`src/hw/rtl/assert_macros.svh`:
```
// Assertion macros shared by the Q-learning update core.
// No dependencies; included by the files that carry assertions.
`ifndef ASSERT_MACROS_SVH
`define ASSERT_MACROS_SVH

// Same-cycle implication, disabled while reset is asserted.
`define QLU_ASSERT_IMPL(label, clk, rst_n, ante, cons) \
	label: assert property (@(posedge clk) disable iff (!rst_n) (ante) |-> (cons)) \
		else $error("qlu assertion failed");

// Next-cycle implication, disabled while reset is asserted.
`define QLU_ASSERT_NEXT(label, clk, rst_n, ante, cons) \
	label: assert property (@(posedge clk) disable iff (!rst_n) (ante) |=> (cons)) \
		else $error("qlu assertion failed");

`endif

```
`src/hw/rtl/qlu_pkg.sv`:
```
// Shared types, constants and helpers for the Q-learning update core.
// No dependencies; imported by every module of the block except qlu_ram.
package qlu_pkg;

	localparam int unsigned STATE_BITS = 10;
	localparam int unsigned ROW_W      = 48;

	localparam logic [1:0] OP_CHOOSE = 2'd0;
	localparam logic [1:0] OP_UPDATE = 2'd1;
	localparam logic [1:0] OP_READ   = 2'd2;

	localparam logic [1:0] ACT_ZERO  = 2'd0;
	localparam logic [1:0] ACT_ONE   = 2'd1;
	localparam logic [1:0] ACT_TWO   = 2'd2;
	localparam logic [1:0] ACT_THREE = 2'd3;

	localparam logic [2:0] CFG_LEARNING_RATE = 3'd0;
	localparam logic [2:0] CFG_DISCOUNT      = 3'd1;
	localparam logic [2:0] CFG_EXPLORE       = 3'd2;
	localparam logic [2:0] CFG_MAJOR_REWARD  = 3'd3;
	localparam logic [2:0] CFG_PENALTY       = 3'd4;
	localparam logic [2:0] CFG_POSITIONS     = 3'd5;

	localparam logic [15:0] RST_LEARNING_RATE = 16'd6554;
	localparam logic [15:0] RST_DISCOUNT      = 16'd58982;
	localparam logic [9:0]  RST_EXPLORE       = 10'd100;
	localparam logic [15:0] RST_MAJOR_REWARD  = 16'h0100;
	localparam logic [15:0] RST_PENALTY       = 16'hFF00;
	localparam logic [10:0] RST_POSITIONS     = 11'd16;

	localparam logic [10:0] THOUSAND        = 11'd1000;
	localparam logic [9:0]  DRAW_FIRST_LIM  = 10'd330;
	localparam logic [9:0]  DRAW_SECOND_LIM = 10'd500;

	typedef struct packed {
		logic [15:0]        learning_rate;
		logic [15:0]        discount;
		logic [9:0]         explore_thousandths;
		logic signed [15:0] major_reward;
		logic signed [15:0] penalty;
		logic [10:0]        positions;
	} cfg_t;

	typedef struct packed {
		logic load_item;
		logic reduce;
		logic rd_old;
		logic cap_cur;
		logic cap_old;
		logic mul1;
		logic tgt;
		logic mul3;
		logic fin;
		logic clear;
		logic div_start;
	} cmd_t;

	typedef struct packed {
		logic [1:0] op;
		logic       div_busy;
		logic       clear_last;
	} sts_t;

	function automatic logic signed [15:0] lane_get(input logic [ROW_W-1:0] row,
		input logic [1:0] act);
		logic signed [15:0] v;
		case (act)
			ACT_ZERO: v = row[15:0];
			ACT_ONE:  v = row[31:16];
			default:  v = row[47:32];
		endcase
		return v;
	endfunction

	function automatic logic [ROW_W-1:0] lane_set(input logic [ROW_W-1:0] row,
		input logic [1:0] act, input logic [15:0] val);
		logic [ROW_W-1:0] r;
		r = row;
		case (act)
			ACT_ZERO: r[15:0]  = val;
			ACT_ONE:  r[31:16] = val;
			default:  r[47:32] = val;
		endcase
		return r;
	endfunction

endpackage

```
`src/hw/rtl/qlu_ctrl.sv`:
```
// Controller: sequences clearing, table reads, update steps and the result.
// Depends on qlu_pkg and assert_macros.svh.
`include "assert_macros.svh"

module qlu_ctrl (
	input  logic          clk,
	input  logic          arst_n,
	input  logic          in_valid,
	output logic          in_ready,
	output logic          out_valid,
	input  logic          out_ready,
	input  qlu_pkg::sts_t sts,
	output qlu_pkg::cmd_t cmd
);
	import qlu_pkg::*;

	typedef enum logic [3:0] {
		S_CLEAR,
		S_IDLE,
		S_RED,
		S_RD_CUR,
		S_WAIT_CUR,
		S_CAP_OLD,
		S_MUL1,
		S_WAIT_DIV,
		S_MUL3,
		S_FIN
	} state_t;

	state_t state_q;
	state_t state_nx;
	logic   out_valid_q;
	logic   fin_go;

	assign fin_go = !out_valid_q || out_ready;

	always_comb begin
		cmd      = '0;
		state_nx = state_q;
		case (state_q)
			S_CLEAR: begin
				cmd.clear = 1'b1;
				if (sts.clear_last) begin
					state_nx = S_IDLE;
				end
			end
			S_IDLE: begin
				if (in_valid) begin
					cmd.load_item = 1'b1;
					state_nx      = S_RED;
				end
			end
			S_RED: begin
				cmd.reduce = 1'b1;
				state_nx   = S_RD_CUR;
			end
			S_RD_CUR: begin
				cmd.div_start = 1'b1;
				state_nx      = S_WAIT_CUR;
			end
			S_WAIT_CUR: begin
				cmd.cap_cur = 1'b1;
				cmd.rd_old  = 1'b1;
				state_nx    = (sts.op == OP_UPDATE) ? S_CAP_OLD : S_FIN;
			end
			S_CAP_OLD: begin
				cmd.cap_old = 1'b1;
				state_nx    = S_MUL1;
			end
			S_MUL1: begin
				cmd.mul1 = 1'b1;
				state_nx = S_WAIT_DIV;
			end
			S_WAIT_DIV: begin
				if (!sts.div_busy) begin
					cmd.tgt  = 1'b1;
					state_nx = S_MUL3;
				end
			end
			S_MUL3: begin
				cmd.mul3 = 1'b1;
				state_nx = S_FIN;
			end
			S_FIN: begin
				if (fin_go) begin
					cmd.fin  = 1'b1;
					state_nx = S_IDLE;
				end
			end
			default: begin
				state_nx = S_IDLE;
			end
		endcase
	end

	always_ff @(posedge clk or negedge arst_n) begin
		if (!arst_n) begin
			state_q     <= S_CLEAR;
			out_valid_q <= 1'b0;
		end else begin
			state_q <= state_nx;
			if (cmd.fin) begin
				out_valid_q <= 1'b1;
			end else if (out_ready) begin
				out_valid_q <= 1'b0;
			end
		end
	end

	assign in_ready  = (state_q == S_IDLE);
	assign out_valid = out_valid_q;

	`QLU_ASSERT_NEXT(a_accept_reduces, clk, arst_n, in_valid && in_ready, state_q == S_RED)
	`QLU_ASSERT_IMPL(a_result_from_fin, clk, arst_n, $rose(out_valid_q), $past(state_q) == S_FIN)
	`QLU_ASSERT_NEXT(a_op_held, clk, arst_n, state_q != S_IDLE && state_q != S_CLEAR, $stable(sts.op))
endmodule

```
`config.mk`:
```
export PLATFORM = sky130hd
export DESIGN_NAME = qlu_ctrl
export DESIGN_NICKNAME = d
export VERILOG_FILES = /design/src/hw/rtl/qlu_pkg.sv /design/src/hw/rtl/qlu_ctrl.sv
export VERILOG_INCLUDE_DIRS = /design/src /design/src/hw/rtl
export SDC_FILE = /design/constraint.sdc
export NUM_CORES = 1
export LEC_CHECK = 0
export BUFFER_PORTS_ARGS = -buffer_cell sky130_fd_sc_hd__clkbuf_2
export CELL_PAD_IN_SITES_DETAIL_PLACEMENT = 1
export CELL_PAD_IN_SITES_GLOBAL_PLACEMENT = 1
export CORE_AREA = 2 2 39 41
export DETAILED_ROUTE_END_ITERATION = 12
export DIE_AREA = 0 0 41 43
export GPL_TIMING_DRIVEN = 0
export PLACE_DENSITY_LB_ADDON = 0.1
export SYNTH_ARGS = -nofsm -noshare
export SYNTH_HDL_FRONTEND = slang
export SYNTH_SLANG_ARGS = --single-unit
```
`constraint.sdc`:
```
create_clock -name clk -period 2.4 [get_ports clk]
set_input_delay 0.24 -clock clk [delete_from_list [all_inputs] [get_ports clk]]
set_output_delay 0.24 -clock clk [all_outputs]
set_load 0.05 [all_outputs]
```
==> run_results.csv, run 1 <==
group,metric,value,unit
placed_design,place_congestion,0.659,
yosys,synth_compound_area_share,14.1,%
sta,hold_violations,0,
clock_tree,clock-sinks,5,
worst_setup_path,startpoint,"state_q[1]",
die,pin_count,21,
clock_tree,cts.clk_slew.worst_paths,40,ps
route,vias,426,
power,finalPower,0.895,mW
yosys,synth_fa_ha_area_share,0,%
worst_setup_path,critPathArrivalTime,1750,ps
sta,max_slew_margin,79.1,%
sta,rsz0062_at_grt,"no",
placed_design,numPortBuffers,20,
worst_setup_path,r2r_slack,950,ps
hold_path,holdCritStartpoint,"sts[1]",
worst_setup_path,crit_cells,5,
clock_tree,clk_path_buf_depth,2,
sta,min_period,1990,ps
global_routing,grt_usage,13.1,%
route,antenna_left,0,
power,clkPwrFrac,10.8,%
yosys,yosysUniqueCellTypes,24,
power,p_sw,0.496,mW
global_routing,antenna_found_initial,0,
die,core_area,1380,um^2
global_routing,grt-ovfl-total,0,
power,powerDensity,1550,nW/um^2
clock_tree,post_cts_resized,0,
worst_setup_path,worst_path_largest_cell_delay,410,ps
final_layout,layout-drive-gt1-share,48.6,%
yosys,ys_ff_latch,5,
worst_setup_path,critical_path_class,"reg -> out",
sta,final-setup-viol-count,0,
final_layout,final_util,41.6,%
final_layout,syn2layout_area_growth,41.1,%
power,swShare,55.5,%
die,rows,14,
route,finalWirelength,1010,um
route,drt_first_iter_violations,1,
power,pwr-share-seq,16.1,%
placed_design,pre_cts_slack,660,ps
yosys,syn_avg_cell_area,9.06,um^2
worst_setup_path,r2r-start,"state_q[0]",
placed_design,place.detailed.hpwl,839,um
job,drv_cap,0,
clock_tree,clk_latency,240,ps
yosys,synth_top_family_by_area,"simple AND/OR/NAND/NOR gates",
sta,slew_violations,0,
route,vias_per_cell,4.95,
clock_tree,htreeDepth,1,
final_layout,final_nets,79,
power,ir_drop,0.520,mV
power,p_int,0.398,mW
global_routing,grt_pass1_wl,1590,um
placed_design,placed_cell_area,539,um^2
sta,tightest_slew,312,ps
worst_setup_path,cp-end-kind,"output port",
sta,skew,1.38,ps
global_routing,grt_pass1_vias,404,
sta,max_freq,0.501,GHz
status,outcome,"finished clean",
clock_tree,cts_inserted_buffers,3,
route,dr.max_layer_used,"met4",
power,p_leak,0.294,nW
yosys,synth-xor-area-share,0,%
yosys,syn_inst,45,
yosys,yosysSeqAreaShare,30.7,%
global_routing,grt_max_degree,11,
worst_setup_path,crit_chain,"buf_6 > nand2b_1 > or3b_4 > nor2b_1 > clkbuf_2",
worst_setup_path,critPathLaunchType,"flop",
final_layout,final_area,576,um^2
worst_setup_path,critPathMaxFanout,9,
worst_setup_path,path_buf_inv,2,
sta,hold_ws,262,ps
power,p_comb_share,73.1,%
die,die_x,41,um
final_layout,diodes,0,
worst_setup_path,required,2160,ps
clock_tree,root_buffer,"clkbuf_4",
route,wl_met3,78,um
yosys,synth_nets,53,
worst_setup_path,reg2reg_depth,4,
die,floorplan.die_area,1760,um^2
clock_tree,cts_tree,"built",
yosys,synthMuxAreaShare,6.13,%
yosys,yosys.area_share.simple,38.7,%
final_layout,instances_no_fill,86,
die,start_util,29.5,%
die,dieHeight,43,um
route,wl_met1,431,um
route,wl_met2,479,um
yosys,ys.warnings.count,0,
sta,setup_slack,405,ps
route,first_pass_iters,2,
worst_setup_path,critPathTopFamily,"simple AND/OR/NAND/NOR gates",
hold_path,worst_hold_path_type,"in -> reg",
hold_path,holdPathStages,2,
yosys,syn_area,408,um^2
sta,finalCritPeriodShare,83.1,%
sta,fin_setup_tns,0,ps
route,wl_per_cell,11.7,um
placed_design,dp_cells,81,
route,drc,0,
hold_path,min_to,"state_q[1]",
worst_setup_path,r2r-end,"state_q[0]",
worst_setup_path,crit_slowest_cell,"or3b_4",
==> cells in the final DEF (no fill, tap or decap), drive strengths merged <==
cell type	netlist	routed
a21o	1	1
mux2	1	1
nand2b	7	7
nand2	2	2
dfrtp	5	5
nor4	1	1
a221oi	2	2
clkbuf	0	24
nor2	2	2
a22o	1	1
inv	1	1
and2	1	1
buf	5	5
or3b	1	1
a211oi	1	1
o22ai	1	1
and4b	1	1
nor4b	2	2
dlygate4sd3	0	1
o21ai	2	2
nor3	5	5
nor2b	2	2
mux2i	1	1
==> flip-flops by register name, summed over array words and instances (netlist names) <==
signal and flops:
out_valid 1, state_q 4
==> cell usage after synthesis <==
master	count	area, um^2
mux2_4	1	15.0
dfrtp_1	5	125
a211oi_1	1	7.51
buf_2	1	5.00
nor2b_1	2	12.5
nor4b_2	1	15.0
buf_6	1	11.3
a22o_1	1	8.76
nor2_1	2	7.51
nor4_1	1	6.26
nand2b_1	7	43.8
nand2_1	2	7.51
buf_4	3	22.5
a221oi_1	2	17.5
or3b_4	1	11.3
o22ai_1	1	6.26
nor4b_1	1	8.76
a21o_1	1	7.51
nor3_1	5	25.0
mux2i_1	1	10.0
inv_1	1	3.75
and4b_4	1	13.8
o21ai_0	2	10.0
and2_1	1	6.26
==> logic make-up (layout without fill, tap and decap cells) <==
| family | count (synthesis) | count (layout) |
|---|---|---|
| AO/OA/AOI/OAI | 8 | 8 |
| flip-flops | 5 | 5 |
| multiplexers | 2 | 2 |
| buffers and inverters | 6 | 31 |
| AND/OR/NAND/NOR | 24 | 24 |
==> power by group through the flow <==
stage	Sequential [mW]	Clock (mW)	Combinational, mW
5_1_grt	0.150	0.106	0.702
2_1_floorplan	0.155	0	0.522
3_5_place_dp	0.144	0	0.660
3_3_place_gp	0.145	0	0.654
4_1_cts	0.145	0.101	0.661
6_report	0.144	0.0967	0.654
==> how the worst max path moves through the flow <==
stage                  end
finish              cmd[2]
global route        cmd[2]
CTS                 cmd[2]
detailed placement  cmd[2]
global placement    cmd[2]
floorplan           cmd[1]
==> per-layer routing <==
layer	track usage, %	up-vias
met5	0	-
met1	15.7	195
met2	20.6	17
li1	-	211
met3	2.09	3
met4	8.00	0
==> what timing repair did <==
item / 4_1_cts / 5_1_grt
endpoints found under the hold margin: 5 / 0
hold buffers: 1 / 0
setup buffers: 0 / 0
==> final cells by class <==
class | count | area (um^2)
Buffer | 5 | 38.8
Multi-Input combinational cell | 34 | 251
Timing Repair Buffer | 21 | 110
Tap cell | 16 | 20.0
Clock buffer | 4 | 26.3
Inverter | 1 | 3.75
Fill cell | 179 | 808
Sequential cell | 5 | 125
(Power assumes the default switching activity.)
==> run 2: changes to the inputs <==
- ABC_AREA: unset -> 1
- CORE_AREA: 2 2 39 41 -> unset
- CORE_UTILIZATION: unset -> 28
- DIE_AREA: 0 0 41 43 -> unset
- clock period: 2.4 -> 2 ns (I/O delays scaled with it)
==> run 2 against run 1 <==
Compared with the run above:
- area after synthesis increased by 5.8%
- die area decreased by 3.4%
- clock-buffer cell count unchanged
- first-iteration DRC count rose to 4.0 times the previous value
- synthesized cell count up 42%
- sequential share of layout area down 0.42 points
- hold slack lost 93 ps
- non-clock buffer count decreased by 4
- global-route usage is 1.7 points higher
- combinational power rose by 24%
- routed wire length increased by 7.0%
- largest power group unchanged
- highest routed layer unchanged
==> run_results.csv, run 2 <==
group,metric,value,unit
clock_tree,cts.clk_slew.worst_paths,50,ps
yosys,synthMuxAreaShare,0,%
worst_setup_path,critical_path_class,"reg -> out",
worst_setup_path,critPathTopFamily,"buffers and inverters",
clock_tree,clock-sinks,5,
die,start_util,31.6,%
yosys,ys_top_cells_by_area,"dfrtp_1 29%, nand3_2 12%, nand2_1 11%",
final_layout,largest_reg_flops,4,
global_routing,grt_pass1_vias,377,
worst_setup_path,r2r-end,"state_q[3]",
yosys,yosysSeqAreaShare,29.0,%
route,first_pass_iters,4,
global_routing,grt_usage,14.9,%
hold_path,holdCritStartpoint,"out_ready",
sta,slew_violations,0,
sta,final-setup-viol-count,0,
yosys,syn_area,432,um^2
status,outcome,"finished clean",
sta,hold_ws,169,ps
yosys,yosys.area_share.simple,54.8,%
die,core_area,1370,um^2
final_layout,final_cell_mix,"20 x clkbuf_2, 13 x nand2_1, 9 x inv_1",
worst_setup_path,crit_slowest_cell,"dfrtp_1",
placed_design,place.detailed.hpwl,877,um
global_routing,antenna_found_initial,0,
worst_setup_path,r2r-start,"state_q[0]",
yosys,ys.flop_type,"dfrtp_1",
final_layout,layout-drive-gt1-share,50.6,%
yosys,ys_async_sr_fraction,100,%
final_layout,syn2layout_area_growth,35.9,%
final_layout,fillers,192,
clock_tree,root_buffer,"clkbuf_4",
route,antenna_left,0,
yosys,synth_fa_ha_area_share,0,%
worst_setup_path,r2r_slack,810,ps
final_layout,top_register,"state_q",
final_layout,final_common_cell,"clkbuf_2",
route,drt_first_iter_violations,4,
worst_setup_path,critPathArrivalTime,1540,ps
yosys,syn_inst,64,
die,pin_count,21,
yosys,yosysUniqueCellTypes,15,
route,vias_per_cell,4.53,
clock_tree,clk_path_buf_depth,2,
die,dieHeight,41.3,um
clock_tree,cts_tree,"built",
sta,max_slew_margin,81.5,%
yosys,synth_nets,72,
placed_design,numPortBuffers,20,
yosys,ys.warnings.count,0,
worst_setup_path,path_buf_inv,3,
yosys,synth-xor-area-share,0,%
final_layout,diodes,0,
worst_setup_path,worst_path_largest_cell_delay,460,ps
yosys,yosysMostFrequentCell,"nand2_1",
final_layout,final_util,42.9,%
sta,skew,4.79,ps
yosys,synth_compound_area_share,2.32,%
worst_setup_path,required,1800,ps
clock_tree,htreeDepth,1,
yosys,syn_avg_cell_area,6.74,um^2
job,drv_cap,0,
global_routing,grt_max_degree,8,
yosys,synth_edf_count,0,
power,p_leak,0.355,nW
sta,tightest_slew,279,ps
final_layout,final_nets,98,
die,floorplan.die_area,1700,um^2
worst_setup_path,critPathMaxFanout,7,
sta,hold_violations,0,
hold_path,holdPathStages,2,
sta,min_period,1740,ps
yosys,synthDominantCellAreaShare,29.0,%
hold_path,min_to,"out_valid",
route,drc,0,
clock_tree,cts_inserted_buffers,3,
yosys,synth_top_family_by_area,"simple AND/OR/NAND/NOR gates",
worst_setup_path,crit_chain,"nor2_2 > inv_2 > nor2_4 > buf_4 > clkbuf_2",
route,finalWirelength,1080,um
worst_setup_path,critPathLaunchType,"flop",
global_routing,grt-ovfl-total,0,
sta,max_freq,0.576,GHz
yosys,ys_top_cells_by_count,"13 x nand2_1, 9 x inv_1, 6 x nor2_1",
route,wl_per_cell,10.3,um
power,ir_drop,0.753,mV
route,vias,471,
clock_tree,clk_latency,250,ps
worst_setup_path,reg2reg_depth,7,
worst_setup_path,cp-end-kind,"output port",
power,powerDensity,1970,nW/um^2
sta,fin_setup_tns,0,ps
sta,finalCritPeriodShare,86.8,%
die,rows,13,
sta,rsz0062_at_grt,"no",
yosys,ys_ff_latch,5,
die,die_x,41.3,um
yosys,synth_largest_area_cell,"dfrtp_1",
global_routing,grt_pass1_wl,1580,um
placed_design,place_congestion,0.775,
hold_path,worst_hold_path_type,"in -> reg",
run 2: per-stage QoR:
stage	std cells	worst slack (ps)	power (mW)	cell area [um^2]
after floorplan	64	6.65	0.877	432
after global placement	99	529	1.04	551
after detailed placement	99	520	1.04	551
after CTS	104	239	1.17	587
after global routing	104	138	1.26	587
final	104	265	1.15	587
run 2: per-layer routing:
layer,up-vias,global-route usage [%],share of wire (%)
met4,0,4.84,1.6
met1,211,19.0,46
met3,2,6.52,4.6
li1,245,-,-
met2,13,22.3,48
met5,-,0,0
run 2: worst max-delay path by stage:
stage	start	to	slack [ps]	depth (start not counted)
3_5_place_dp	state_q[0]	cmd[8]	520	5
5_1_grt	state_q[0]	cmd[8]	140	5
3_3_place_gp	state_q[1]	cmd[8]	530	5
6_report	state_q[0]	cmd[8]	260	5
2_1_floorplan	state_q[3]	cmd[10]	7	3
4_1_cts	state_q[0]	cmd[8]	240	5
run 2: repair_timing:
item,in CTS,in global routing
gates resized for setup,0,0
hold buffers,1,0
buffers inserted,0,0
endpoints found under the hold margin,5,0
run 2: cells by family (layout without fill, tap and decap cells):
kind of cell	Yosys count	after routing
compound gates	2	2
buf+inv	15	40
flops	5	5
simple gates	42	42
run 2: cell type report:
| class | instances | area, um^2 | area share [%] |
|---|---|---|---|
| buffer | 1 | 7.51 | 1.28 |
| clock buffer | 4 | 26.3 | 4.48 |
| inverter | 14 | 52.6 | 8.96 |
| multi-input combinational | 44 | 246 | 42.0 |
| sequential | 5 | 125 | 21.3 |
| tap | 15 | 18.8 | 3.20 |
| timing repair buffer | 21 | 110 | 18.8 |
run 2: report_power, final:
part	switching, mW	internal [mW]	total [mW]	leakage [nW]
combinational	0.606	0.205	0.812	0.276
sequential	0.0721	0.148	0.220	0.0637
clock	0.0456	0.0757	0.121	0.0150
total	0.724	0.429	1.15	0.355
==> run 3: changes to the inputs <==
- RECOVER_POWER: unset -> 50
==> run 3 against run 2 <==
Compared with the run above:
- clock power about the same
- maximum frequency about the same
- die area unchanged
- flip-flop and latch count unchanged
- sequential power about the same
- critical path type unchanged
==> run_results.csv, run 3 (synthesis results as in run 2) <==
group,metric,value,unit
route,vias,469,
power,swShare,62.8,%
placed_design,place.detailed.hpwl,877,um
placed_design,numPortBuffers,20,
placed_design,place_congestion,0.775,
worst_setup_path,path_buf_inv,3,
power,p_int,0.427,mW
worst_setup_path,critPathLaunchType,"flop",
route,antenna_left,0,
die,floorplan.die_area,1700,um^2
worst_setup_path,crit_slowest_cell,"dfrtp_1",
final_layout,final_common_cell,"clkbuf_2",
route,drc,0,
global_routing,grt_max_degree,8,
sta,skew,4.66,ps
sta,max_freq,0.576,GHz
worst_setup_path,critPathTopFamily,"buffers and inverters",
die,core_area,1370,um^2
power,p_comb_share,70.2,%
final_layout,syn2layout_area_growth,33.6,%
worst_setup_path,critical_path_class,"reg -> out",
power,p_leak,0.349,nW
route,wl_per_cell,10.5,um
sta,hold_violations,0,
power,finalPower,1.15,mW
worst_setup_path,reg2reg_depth,7,
worst_setup_path,worst_path_largest_cell_delay,460,ps
final_layout,final_util,42.2,%
route,finalWirelength,1090,um
sta,final-setup-viol-count,0,
power,ir_drop,0.753,mV
route,vias_per_cell,4.51,
worst_setup_path,critPathArrivalTime,1540,ps
sta,finalCritPeriodShare,86.8,%
global_routing,grt-ovfl-total,0,
sta,fin_setup_tns,0,ps
worst_setup_path,r2r-start,"state_q[0]",
final_layout,final_cell_mix,"18 x clkbuf_2, 14 x nand2_1, 9 x inv_1",
global_routing,antenna_found_initial,0,
job,drv_cap,0,
clock_tree,root_buffer,"clkbuf_4",
worst_setup_path,crit_chain,"nor2_2 > inv_2 > nor2_4 > buf_4 > clkbuf_2",
placed_design,dp_cells,99,
sta,hold_ws,174,ps
power,p_sw,0.721,mW
clock_tree,clk_path_buf_depth,2,
worst_setup_path,critPathMaxFanout,7,
final_layout,multi_input_area,239,um^2
worst_setup_path,required,1800,ps
sta,tightest_slew,588,ps
power,clkPwrFrac,10.6,%
die,rows,13,
final_layout,layout-drive-gt1-share,46.1,%
final_layout,instances_no_fill,104,
final_layout,diodes,0,
worst_setup_path,crit_end,"cmd[8]",
hold_path,worst_hold_path_type,"in -> reg",
worst_setup_path,r2r_slack,790,ps
sta,rsz0062_at_grt,"no",
worst_setup_path,cp-end-kind,"output port",
sta,max_slew_margin,61.0,%
global_routing,grt_usage,14.9,%
clock_tree,htreeDepth,1,
die,start_util,31.6,%
final_layout,largest_reg_flops,4,
power,pwr-share-seq,19.2,%
status,outcome,"finished clean",
sta,slew_violations,0,
clock_tree,clk_latency,250,ps
clock_tree,cts_inserted_buffers,3,
global_routing,grt_pass1_wl,1580,um
final_layout,final_nets,98,
worst_setup_path,r2r-end,"state_q[0]",
clock_tree,clock-sinks,5,
die,dieHeight,41.3,um
clock_tree,cts.clk_slew.worst_paths,50,ps
clock_tree,cts_tree,"built",
power,powerDensity,1990,nW/um^2
route,drt_first_iter_violations,4,
die,die_x,41.3,um
global_routing,grt_pass1_vias,377,
die,pin_count,21,
final_layout,fillers,196,
sta,min_period,1740,ps
worst_setup_path,startpoint,"state_q[0]",
worst_setup_path,crit_cells,5,
route,first_pass_iters,4,
final_layout,seq_area,125,um^2
final_layout,top_register,"state_q",
run 3: changes by cell type in the layout (fill, tap and decap cells not counted):
| cell | change |
|---|---|
| clkbuf_2 | -2 |
| nand3_2 | -1 |
| nand3_1 | +1 |
| nand2_2 | -1 |
| nand2_1 | +1 |
| clkbuf_1 | +2 |
run 3: metal layers:
metal	vias up	GRT usage [%]	part of all wire, %	routed length, um
li1	244	-	-	-
met3	2	6.52	4.1	45
met5	-	0	0	0
met1	210	19.0	46	505
met4	0	4.84	1.6	17
met2	13	22.3	48	521
run 3: worst min path at each step:
stage | slack [ps] | cells after the start | to | start
final | 170 | 2 | out_valid | out_ready
after global routing | 220 | 2 | out_valid | out_ready
after CTS | 170 | 2 | out_valid | out_ready
after detailed placement | 20 | 1 | state_q[0] | arst_n
after global placement | 20 | 1 | out_valid | arst_n
after floorplan | -100 | 0 | out_valid | arst_n
run 3: stage by stage:
step / setup slack (ps) / instance area [um^2]
finish: 264 / 577
global route: 138 / 577
CTS: 239 / 587
detailed placement: 520 / 551
global placement: 529 / 551
floorplan: 6.65 / 432
run 3: final cells by class:
class                      instances  area share (%)
inverter                          14            9.11
sequential                         5            21.7
multi-input combinational         44            41.4
clock buffer                       4            4.56
buffer                             1            1.30
timing repair buffer              21            18.7
tap                               15            3.25
run 3: power by group through the flow:
stage | clock network (mW) | logic [mW] | registers [mW]
2_1_floorplan | 0 | 0.653 | 0.225
3_3_place_gp | 0 | 0.813 | 0.224
3_5_place_dp | 0 | 0.818 | 0.223
4_1_cts | 0.128 | 0.823 | 0.221
5_1_grt | 0.138 | 0.888 | 0.230
6_report | 0.121 | 0.806 | 0.221
run 3: what timing repair did:
item	4_1_cts	5_1_grt
setup buffers	0	0
hold endpoints to repair	5	0
hold buffers	1	0
resized for setup	0	0
